**config.mk**
```make
export PLATFORM = sky130hd
export DESIGN_NAME = tcgr_ctrl
export DESIGN_NICKNAME = d
export VERILOG_FILES = /design/src/hdl/tcgr_pkg.sv /design/src/hdl/tcgr_ctrl.sv
export SDC_FILE = /design/constraint.sdc
export NUM_CORES = 1
export LEC_CHECK = 0
export CAP_MARGIN = 20
export CORE_AREA = 2 2 39 41
export CTS_BUF_LIST = sky130_fd_sc_hd__clkbuf_4 sky130_fd_sc_hd__clkbuf_8
export DETAILED_ROUTE_END_ITERATION = 16
export DIE_AREA = 0 0 41 43
export DONT_BUFFER_PORTS = 1
export SYNTH_ARGS = -nofsm -noshare
export SYNTH_HDL_FRONTEND = slang
export SYNTH_SLANG_ARGS = --single-unit
```
**constraint.sdc**
```tcl
create_clock -name clk_i -period 1.1 [get_ports clk_i]
set_input_delay 0.055 -clock clk_i [delete_from_list [all_inputs] [get_ports clk_i]]
set_output_delay 0.055 -clock clk_i [all_outputs]
set_load 0.03 [all_outputs]
```
**src/hdl/tcgr_pkg.sv**
```systemverilog
// ----------------------------------------------------------------------------
// tcgr_pkg
// shared types, codes and the color palette of the text cell glyph renderer
// ----------------------------------------------------------------------------
package tcgr_pkg;

  localparam int unsigned ADDR_W     = 32;
  localparam int unsigned PIX_W      = 24;
  localparam int unsigned CFG_DATA_W = 32;
  localparam int unsigned CFG_IDX_W  = 2;
  localparam int unsigned PITCH_W    = 16;
  localparam int unsigned CELL_W     = 10;
  localparam int unsigned NUM_PIX    = 8;

  // transaction opcodes
  localparam logic OP_LOAD = 1'b0;
  localparam logic OP_DRAW = 1'b1;

  // configuration register indexes
  typedef enum logic [CFG_IDX_W-1:0] {
    REG_BASE_ADDRESS = 2'd0,
    REG_LINE_PITCH   = 2'd1,
    REG_TEXT_COLUMNS = 2'd2,
    REG_TEXT_ROWS    = 2'd3
  } cfg_reg_e;

  // fixed 16-entry palette, 0xRRGGBB
  localparam logic [PIX_W-1:0] PALETTE [16] = '{
    24'h000000, 24'h1E66F5, 24'h20A020, 24'h179299,
    24'hC02020, 24'h8839EF, 24'hB07020, 24'hC0C0C0,
    24'h555555, 24'h4080FF, 24'h40D040, 24'h40D0E0,
    24'hFF4040, 24'hE040FF, 24'hFFE040, 24'hFFFFFF
  };

  // controller to datapath
  typedef struct packed {
    logic clr_wr;
    logic load_wr;
    logic draw_cap;
    logic mul_en;
    logic addr_en;
    logic run_en;
  } cmd_t;

  // datapath to controller
  typedef struct packed {
    logic clr_done;
    logic draw_ok;
    logic run_done;
  } status_t;

endpackage

```
**src/hdl/tcgr_ctrl.sv**
```systemverilog
// ----------------------------------------------------------------------------
// tcgr_ctrl
// sequencer: font clear after reset, transaction accept and glyph row run
// ----------------------------------------------------------------------------
module tcgr_ctrl (
  input  logic             clk_i,
  input  logic             rst_ni,
  input  logic             start,
  input  logic             op_i,
  input  tcgr_pkg::status_t status_i,
  output tcgr_pkg::cmd_t   cmd_o,
  output logic             busy
);
  import tcgr_pkg::*;

  typedef enum logic [4:0] {
    ST_CLEAR = 5'b00001,
    ST_IDLE  = 5'b00010,
    ST_MUL   = 5'b00100,
    ST_ADDR  = 5'b01000,
    ST_RUN   = 5'b10000
  } state_e;

  state_e state_q, state_d;
  logic   accept;

  assign accept = start && (state_q == ST_IDLE);

  always_comb begin
    cmd_o          = '0;
    cmd_o.clr_wr   = (state_q == ST_CLEAR);
    cmd_o.load_wr  = accept && (op_i == OP_LOAD);
    cmd_o.draw_cap = accept && (op_i == OP_DRAW) && status_i.draw_ok;
    cmd_o.mul_en   = (state_q == ST_MUL);
    cmd_o.addr_en  = (state_q == ST_ADDR);
    cmd_o.run_en   = (state_q == ST_RUN);
  end

  always_comb begin
    state_d = state_q;
    case (state_q)
      ST_CLEAR: if (status_i.clr_done) state_d = ST_IDLE;
      ST_IDLE:  if (cmd_o.draw_cap) state_d = ST_MUL;
      ST_MUL:   state_d = ST_ADDR;
      ST_ADDR:  state_d = ST_RUN;
      ST_RUN:   if (status_i.run_done) state_d = ST_IDLE;
      default:  state_d = ST_CLEAR;
    endcase
  end

  always_ff @(posedge clk_i or negedge rst_ni) begin
    if (!rst_ni) begin
      state_q <= ST_CLEAR;
    end else begin
      state_q <= state_d;
    end
  end

  assign busy = (state_q != ST_IDLE);

endmodule

```
* Yosys cells after proc, flatten, opt, wreduce, memory -nomap -nowiden
Cells that the tools add are included. Widths: inputs -> output; s select.
Operators by class: bitwise logic cells 1, multiplexer cells 4, equal/unequal tests 9, reduce and logical (&&, ||, !) cells 5
Operator list (number):
- $pmux 5 s5 | 1
- $mux 5 | 3
- $ne 2x2->1 const B | 3
- $eq 5x1->1 const B | 1
- $eq 5x2->1 const B | 1
- $eq 5x3->1 const B | 1
- $eq 5x4->1 const B | 1
- $eq 5x5->1 const B | 1
- $ne 5x2->1 const B | 1
- $logic_and 1x1->1 | 4
- $reduce_and 3->1 | 1
- $not 1->1 | 1
Storage, ports and cells: output and inout port bits 7, bits of input ports 7, word-level logic and storage cells 20, register bits after elaboration 5

* Longest topological paths before layout
Gate-level depths: netlist of run 1.
word-level depth 6, depth in mapped cells 4, depth with buffers taken out 3

* Worst setup path after synthesis of run 1
OpenSTA, ideal clock, no wires.
kind reg-to-output, start reg state_q[4], end out cmd_o[4] (netlist name), setup slack -0.905 ns, path buffers 1, data required time 1.045 ns, cell stages (with the launch flop) 4, arrival 1.950 ns, cells stage by stage dfrtp_1 clkbuf_1 nand4bb_1 nor3b_1
RTL lines:
- start, declared | line tcgr_ctrl.sv:24 | state_e state_q, state_d;
- start signal, assigned | line tcgr_ctrl.sv:55 | state_q <= state_d;
- end, declared | line tcgr_ctrl.sv:11 | output tcgr_pkg::cmd_t cmd_o,

==> results of run 1 <==
-- area by class of cell --
cell class,count,area [µm²],share of cell area
Tap cell,16,20.0,0.0290
Multi-Input combinational cell,27,268,0.388
Timing Repair Buffer,28,243,0.352
Clock buffer,4,30.0,0.0436
Sequential cell,5,129,0.187
-- stage by stage --
step                      std cells  worst slack (ns)
after global routing             80            -0.383
after detailed placement         67            -0.193
after CTS                        80            -0.320
final                            80            -0.323
after global placement           67            -0.144
after floorplan                  34            -0.196
-- worst paths after layout --
kind	from	endpoint	slack, ns	cells after the start
worst max-delay path	state_q[2]$_DFFE_PN0P_	cmd_o[4]	-0.32	4
worst min-delay path	status_i[0]	state_q[4]$_DFFE_PN0P_	0.05	2
worst max register to register	state_q[3]$_DFFE_PN0P_	state_q[4]$_DFFE_PN0P_	-0.23	2
worst min register to register	state_q[2]$_DFFE_PN0P_	state_q[4]$_DFFE_PN0P_	0.62	2
max in group asynchronous	rst_ni	state_q[0]$_DFFE_PN1P_	0.74	1
min in group asynchronous	rst_ni	state_q[4]$_DFFE_PN0P_	0.11	1
-- placed cells by master, fill, tap and decap left out, drive strengths merged, types with 2 or more instances in the layout --
cell type	instances
clkbuf	4
nor2	4
nor2b	2
nand2	2
dfrtp	4
and3	5
buf	27
o21ai	2
-- power by group through the flow --
| stage | Clock (mW) | Sequential (mW) | Combinational, mW |
|---|---|---|---|
| after detailed placement | 0 | 0.288 | 0.522 |
| final | 0.241 | 0.297 | 0.645 |
| after global placement | 0 | 0.286 | 0.517 |
| after global routing | 0.253 | 0.308 | 0.691 |
| after CTS | 0.251 | 0.296 | 0.637 |
| after floorplan | 0 | 0.316 | 0.245 |
-- repair_timing --
item,CTS,global route
endpoints found under the hold margin,5,0
setup buffers,8,0
pin swaps,5,0
hold buffers,1,0
cloned,0,0
endpoints found under the setup margin,11,11
gates resized for setup,13,5
-- critical path, stage by stage, from the launching register on --
cell and delay, ns:
dfrtp_2 0.44, nor2_4 0.15, nand4bb_4 0.17, nor3b_4 0.21
buf_6 0.15
-- cells by family after synthesis --
group	share of synthesized area
and+or+nand+nor	0.407
AOI/OAI and AO/OA	0.130
DFF	0.399
buffers and inverters	0.0356
xor gates and xnor gates	0.0277
-- metal layers --
layer / routed length [µm] / global-route usage / vias to the layer above
met5: 0 / 0 / -
met3: 31 / 0.0209 / 2
met4: 25 / 0.100 / 0
met2: 534 / 0.238 / 9
met1: 347 / 0.141 / 172
li1: - / - / 185
==> summary.md, run 1 <==
| Metric | Value |
|---|---|
| Commonest cells post-synth | `and3_1 (5), dfrtp_1 (4), nor2_1 (4)` |
| Min setup slack post-route | `-0.323 ns` |
| Setup tns final | `-2.20 ns` |
| Mapped cell area | `approximately 320 µm²` |
| Required @ worst endpoint | `1.04 ns` |
| Finished Core Util | `0.498` |
| Die height | `approximately 43 µm` |
| Sequential power share | `0.251` |
| Status | `complete, but fails checks` |
| Layout filler cell count | `129` |
| Crit Path Max Fanout | `5` |
| Gate count after technology mapping | `34` |
| First-pass DRT Iterations | `2` |
| Seq cells post-synth | `5` |
| Int Pwr | `around 740 µW` |
| Core area | `1380 µm²` |
| Number of global-route vias before repair | `about 420` |
| Worst vdd ir | `around 0.96 mV` |
| Final Skew | `~0.0034 ns` |
| H-tree levels | `1` |
| Synth Flop Type | `dfrtp_1` |
| NetSw | `around 440 µW` |
| Post-route cell area | `689 µm²` |
| Die X | `41 µm` |
| Tot Pwr | `1.18 mW` |
| All-Layer GR Usage | `0.139` |
| CP Class | `reg -> out` |
| GP Congestion | `0.700` |
| Top Registers | `state_q x5` |
| Yosys warnings | `0` |
| Most common cell in the netlist | `and3_1` |
| Relative slew margins | `0.838` |
| DP Area | `517 µm²` |
| Largest cells by area after synthesis | `dfrtp_1 (32%), and3_1 (9.9%), dfstp_2 (8.3%), a2111oi_2 (4.7%), nor2_1 (4.7%)` |
| Final Critical Period | `1.42 ns` |
| Post-synth EDFFs | `0` |
| DR iter-0 viols | `3` |
| Clock transition at path regs | `0.05 ns` |
| CP Capture Type | `output pin` |
| Final #Nets | `72` |
| First-pass GRT wire length | `1620 µm` |
| PD cells | `roughly 1700 nW/µm²` |
| Synth Area per Inst | `9.31 µm²` |
| Share of layout cells above drive strength 1 | `0.688` |
| Tightest Pin Transition | `0.242 ns` |
| Share of the synthesized area in the top cell type | `0.316` |
| Final hold vios | `0` |
| Leak pwr | `0.311 nW` |
| CTS Sinks | `5` |
| Worst min-delay path category | `in -> reg` |
| DR vias/cell | `4.60` |
| RSZ-0062 raised after global routing | `true` |
| Antenna diode instance count | `0` |
| CTS Buf Count | `3` |
| Initial core utilization | `0.229` |
| Routed WL | `939 µm` |
| Via count | `around 370` |
| Failing checks | `negative setup slack` |
| Synth-to-Final Area Change | `118%` |
| Initial antenna violation count | `0` |
| Global route overflow | `0` |
| Drt drc | `0` |
| Clock Latency Late Sink | `0.24 ns` |
| Placed wire-length estimate | `642 µm` |
| Final max-slew violation count | `0` |
| Max FFs per register | `5` |
| Ys async rst share | `1.00` |
| # IOs | `14` |
| Max Fclk | `703 MHz` |
| Reg with most FFs | `state_q` |
| Fin Hold WS | `0.0483 ns` |
| Logic gate share of total power | `0.545` |
| CP arrival | `1.37 ns` |
| Routed wire per std cell | `11.7 µm` |
| Root Buffer | `clkbuf_4` |
| PortBufs | `0` |
| Clock power share | `0.204` |
| Synth area leader | `dfrtp_1` |
| Std cell rows | `14` |
| DIE AREA | `1760 µm²` |
| Finish-stage setup viols | `10` |
| CTS tree | `yes` |
| Count of cell types in the netlist | `21` |
| CP startpoint kind | `flop` |
| Register area share after synthesis | `0.399` |
| Final Cycle Share | `1.29` |
| Max cap viols | `0` |
| Deepest clock path buffer count | `2` |
| Sw Share | `0.374` |
| ANT nets after route | `0` |
| Largest net degree at the start of global routing | `7` |
| Synthesized net count | `41` |
(Power assumes the default switching activity.)
==> run 2, diff against run 1 <==
--- a/config.mk
+++ b/config.mk
@@ -6,11 +6,12 @@
 export NUM_CORES = 1
 export LEC_CHECK = 0
 export CAP_MARGIN = 20
-export CORE_AREA = 2 2 39 41
-export CTS_BUF_LIST = sky130_fd_sc_hd__clkbuf_4 sky130_fd_sc_hd__clkbuf_8
+export CORE_AREA = 4 4 41 43
+export CTS_BUF_LIST = sky130_fd_sc_hd__clkbuf_8
 export DETAILED_ROUTE_END_ITERATION = 16
-export DIE_AREA = 0 0 41 43
+export DIE_AREA = 0 0 45 47
 export DONT_BUFFER_PORTS = 1
+export SLEW_MARGIN = 15
 export SYNTH_ARGS = -nofsm -noshare
 export SYNTH_HDL_FRONTEND = slang
 export SYNTH_SLANG_ARGS = --single-unit
==> run 2 against run 1 <==
The flow still finishes with violations (negative setup slack). Clock power increased by 39%. Global-route usage is 2.4 points lower. Design area fell by 2.0%. Largest power group unchanged.
==> summary.md, run 2 (synthesis gave the netlist of run 1 again) <==
| Metric | Value |
|---|---|
| # placed instances | `65` |
| Final max-slew violation count | `0` |
| Non-filler cells, final | `74` |
| PD cells | `roughly 1900 nW/µm²` |
| Clock transition at path regs | `0.04 ns` |
| CTS Buf Count | `3` |
| Max cap viols | `0` |
| Clock Latency Late Sink | `around 0.22 ns` |
| Placed wire-length estimate | `638 µm` |
| Setup tns final | `-2.29 ns` |
| Worst vdd ir | `1.22 mV` |
| Share of layout cells above drive strength 1 | `0.695` |
| RSZ-0062 raised after global routing | `true` |
| CP Capture Point | `cmd_o[4]` |
| GP Congestion | `around 0.75` |
| Reg2reg start | `state_q[4]$_DFFE_PN0P_` |
| Status | `complete, but fails checks` |
| First-pass GRT wire length | `roughly 1700 µm` |
| Initial core utilization | `0.243` |
| Int Pwr | `825 µW` |
| Final Cycle Share | `1.31` |
| Number of global-route vias before repair | `approximately 380` |
| Required @ worst endpoint | `1.04 ns` |
| R2r endpoint | `state_q[4]$_DFFE_PN0P_` |
| CTS tree | `yes` |
| Std cell rows | `13` |
| Global route overflow | `0` |
| Reg with most FFs | `state_q` |
| Drt drc | `0` |
| Sequential power share | `0.254` |
| H-tree levels | `1` |
| First-pass DRT Iterations | `3` |
| PortBufs | `0` |
| Worst min-delay path category | `in -> reg` |
| Top Registers | `state_q x5` |
| CP arrival | `1.39 ns` |
| Root Buffer | `clkbuf_8` |
| Most frequent cells in the layout | `buf_4 (14), buf_6 (8), and3_1 (4), clkbuf_8 (3), dfrtp_2 (3)` |
| Die X | `45 µm` |
| Routed WL | `1100 µm` |
| Relative slew margins | `0.834` |
| Leak pwr | `slightly below 0.3 nW` |
| ANT nets after route | `0` |
| # IOs | `14` |
| CP Class | `reg -> out` |
| Via count | `between 300 and 400` |
| Worst setup path startpoint | `state_q[4]$_DFFE_PN0P_` |
| Deepest clock path buffer count | `2` |
| Tightest Pin Transition | `between 0.2 and 0.25 ns` |
| Crit Path Max Fanout | `4` |
| Final #Nets | `67` |
| Failing checks | `negative setup slack` |
| Core area | `1300 µm²` |
| Clock power share | `0.258` |
| Tot Pwr | `1.30 mW` |
| Routed wire per std cell | `roughly 15 µm` |
| Final hold vios | `0` |
| All-Layer GR Usage | `0.115` |
| Die height | `47 µm` |
| Initial antenna violation count | `0` |
| DR vias/cell | `4.80` |
| Fin Hold WS | `0.0390 ns` |
| DIE AREA | `2120 µm²` |
| NetSw | `roughly 470 µW` |
| Max Fclk | `692 MHz` |
| Antenna diode instance count | `0` |
| Setup slack, reg-to-reg | `-0.25 ns` |
| R2R depth | `3` |
| Final Critical Period | `1.45 ns` |
| Min setup slack post-route | `-0.346 ns` |
| Commonest non-fill, non-tap cell in the layout | `buf_4` |
| Finish-stage setup viols | `11` |
| DR iter-0 viols | `8` |
| Logic gate share of total power | `0.488` |
| Largest net degree at the start of global routing | `7` |
| Max FFs per register | `5` |
| CP startpoint kind | `flop` |
| Final Skew | `0.00488 ns` |
| CP Capture Type | `output pin` |
| Sw Share | `0.365` |
| Synth-to-Final Area Change | `113%` |
| CTS Sinks | `5` |
==> run 2: layer usage <==
metal / track usage / vias up / share of wire
met5: 0 / - / 0
met4: 0.0702 / 0 / 0.0073
met3: 0.0307 / 2 / 0.055
met2: 0.195 / 14 / 0.52
met1: 0.129 / 164 / 0.42
li1: - / 175 / -
==> run 2: repair_timing <==
action	4_1_cts	5_1_grt
endpoints found under the setup margin	11	11
pin swaps	3	4
endpoints found under the hold margin	5	0
hold buffers	1	0
setup buffers	3	1
gates resized for setup	15	5
==> run 2: power by group through the flow <==
stage | Clock [mW] | Sequential [mW] | Combinational, mW
CTS | 0.345 | 0.317 | 0.573
finish | 0.336 | 0.330 | 0.633
global placement | 0 | 0.296 | 0.523
floorplan | 0 | 0.316 | 0.245
detailed placement | 0 | 0.292 | 0.524
global route | 0.359 | 0.340 | 0.676
==> run 2: cell type report <==
class	instances	area (µm²)
fill	129	626
multi-input combinational	27	277
timing repair buffer	23	205
sequential	5	130
clock buffer	3	41.3
tap	15	18.8
clock inverter	1	3.75
==> run 2: worst min-delay path by stage <==
stage / startpoint / end / depth (start not counted)
2_1_floorplan: rst_ni / state_q[1]$_DFFE_PN0P_ / 0
3_3_place_gp: rst_ni / state_q[1]$_DFFE_PN0P_ / 0
3_5_place_dp: rst_ni / state_q[2]$_DFFE_PN0P_ / 0
4_1_cts: status_i[0] / state_q[4]$_DFFE_PN0P_ / 2
5_1_grt: status_i[0] / state_q[4]$_DFFE_PN0P_ / 2
6_report: status_i[0] / state_q[4]$_DFFE_PN0P_ / 2
==> run 2: worst max-delay path: stages, from the launching register on <==
cell and delay (ns):
dfrtp_1 0.40, buf_4 0.16, nand4bb_4 0.24, nor3b_4 0.21, buf_6 0.15
==> run 2: through the flow <==
step | instance area (µm²) | utilization | worst slack, ns
2_1_floorplan | 367 | - | -0.196
3_3_place_gp | 508 | 0.390 | -0.154
3_5_place_dp | 508 | 0.390 | -0.193
4_1_cts | 648 | 0.498 | -0.293
5_1_grt | 676 | 0.519 | -0.404
6_report | 676 | 0.519 | -0.346
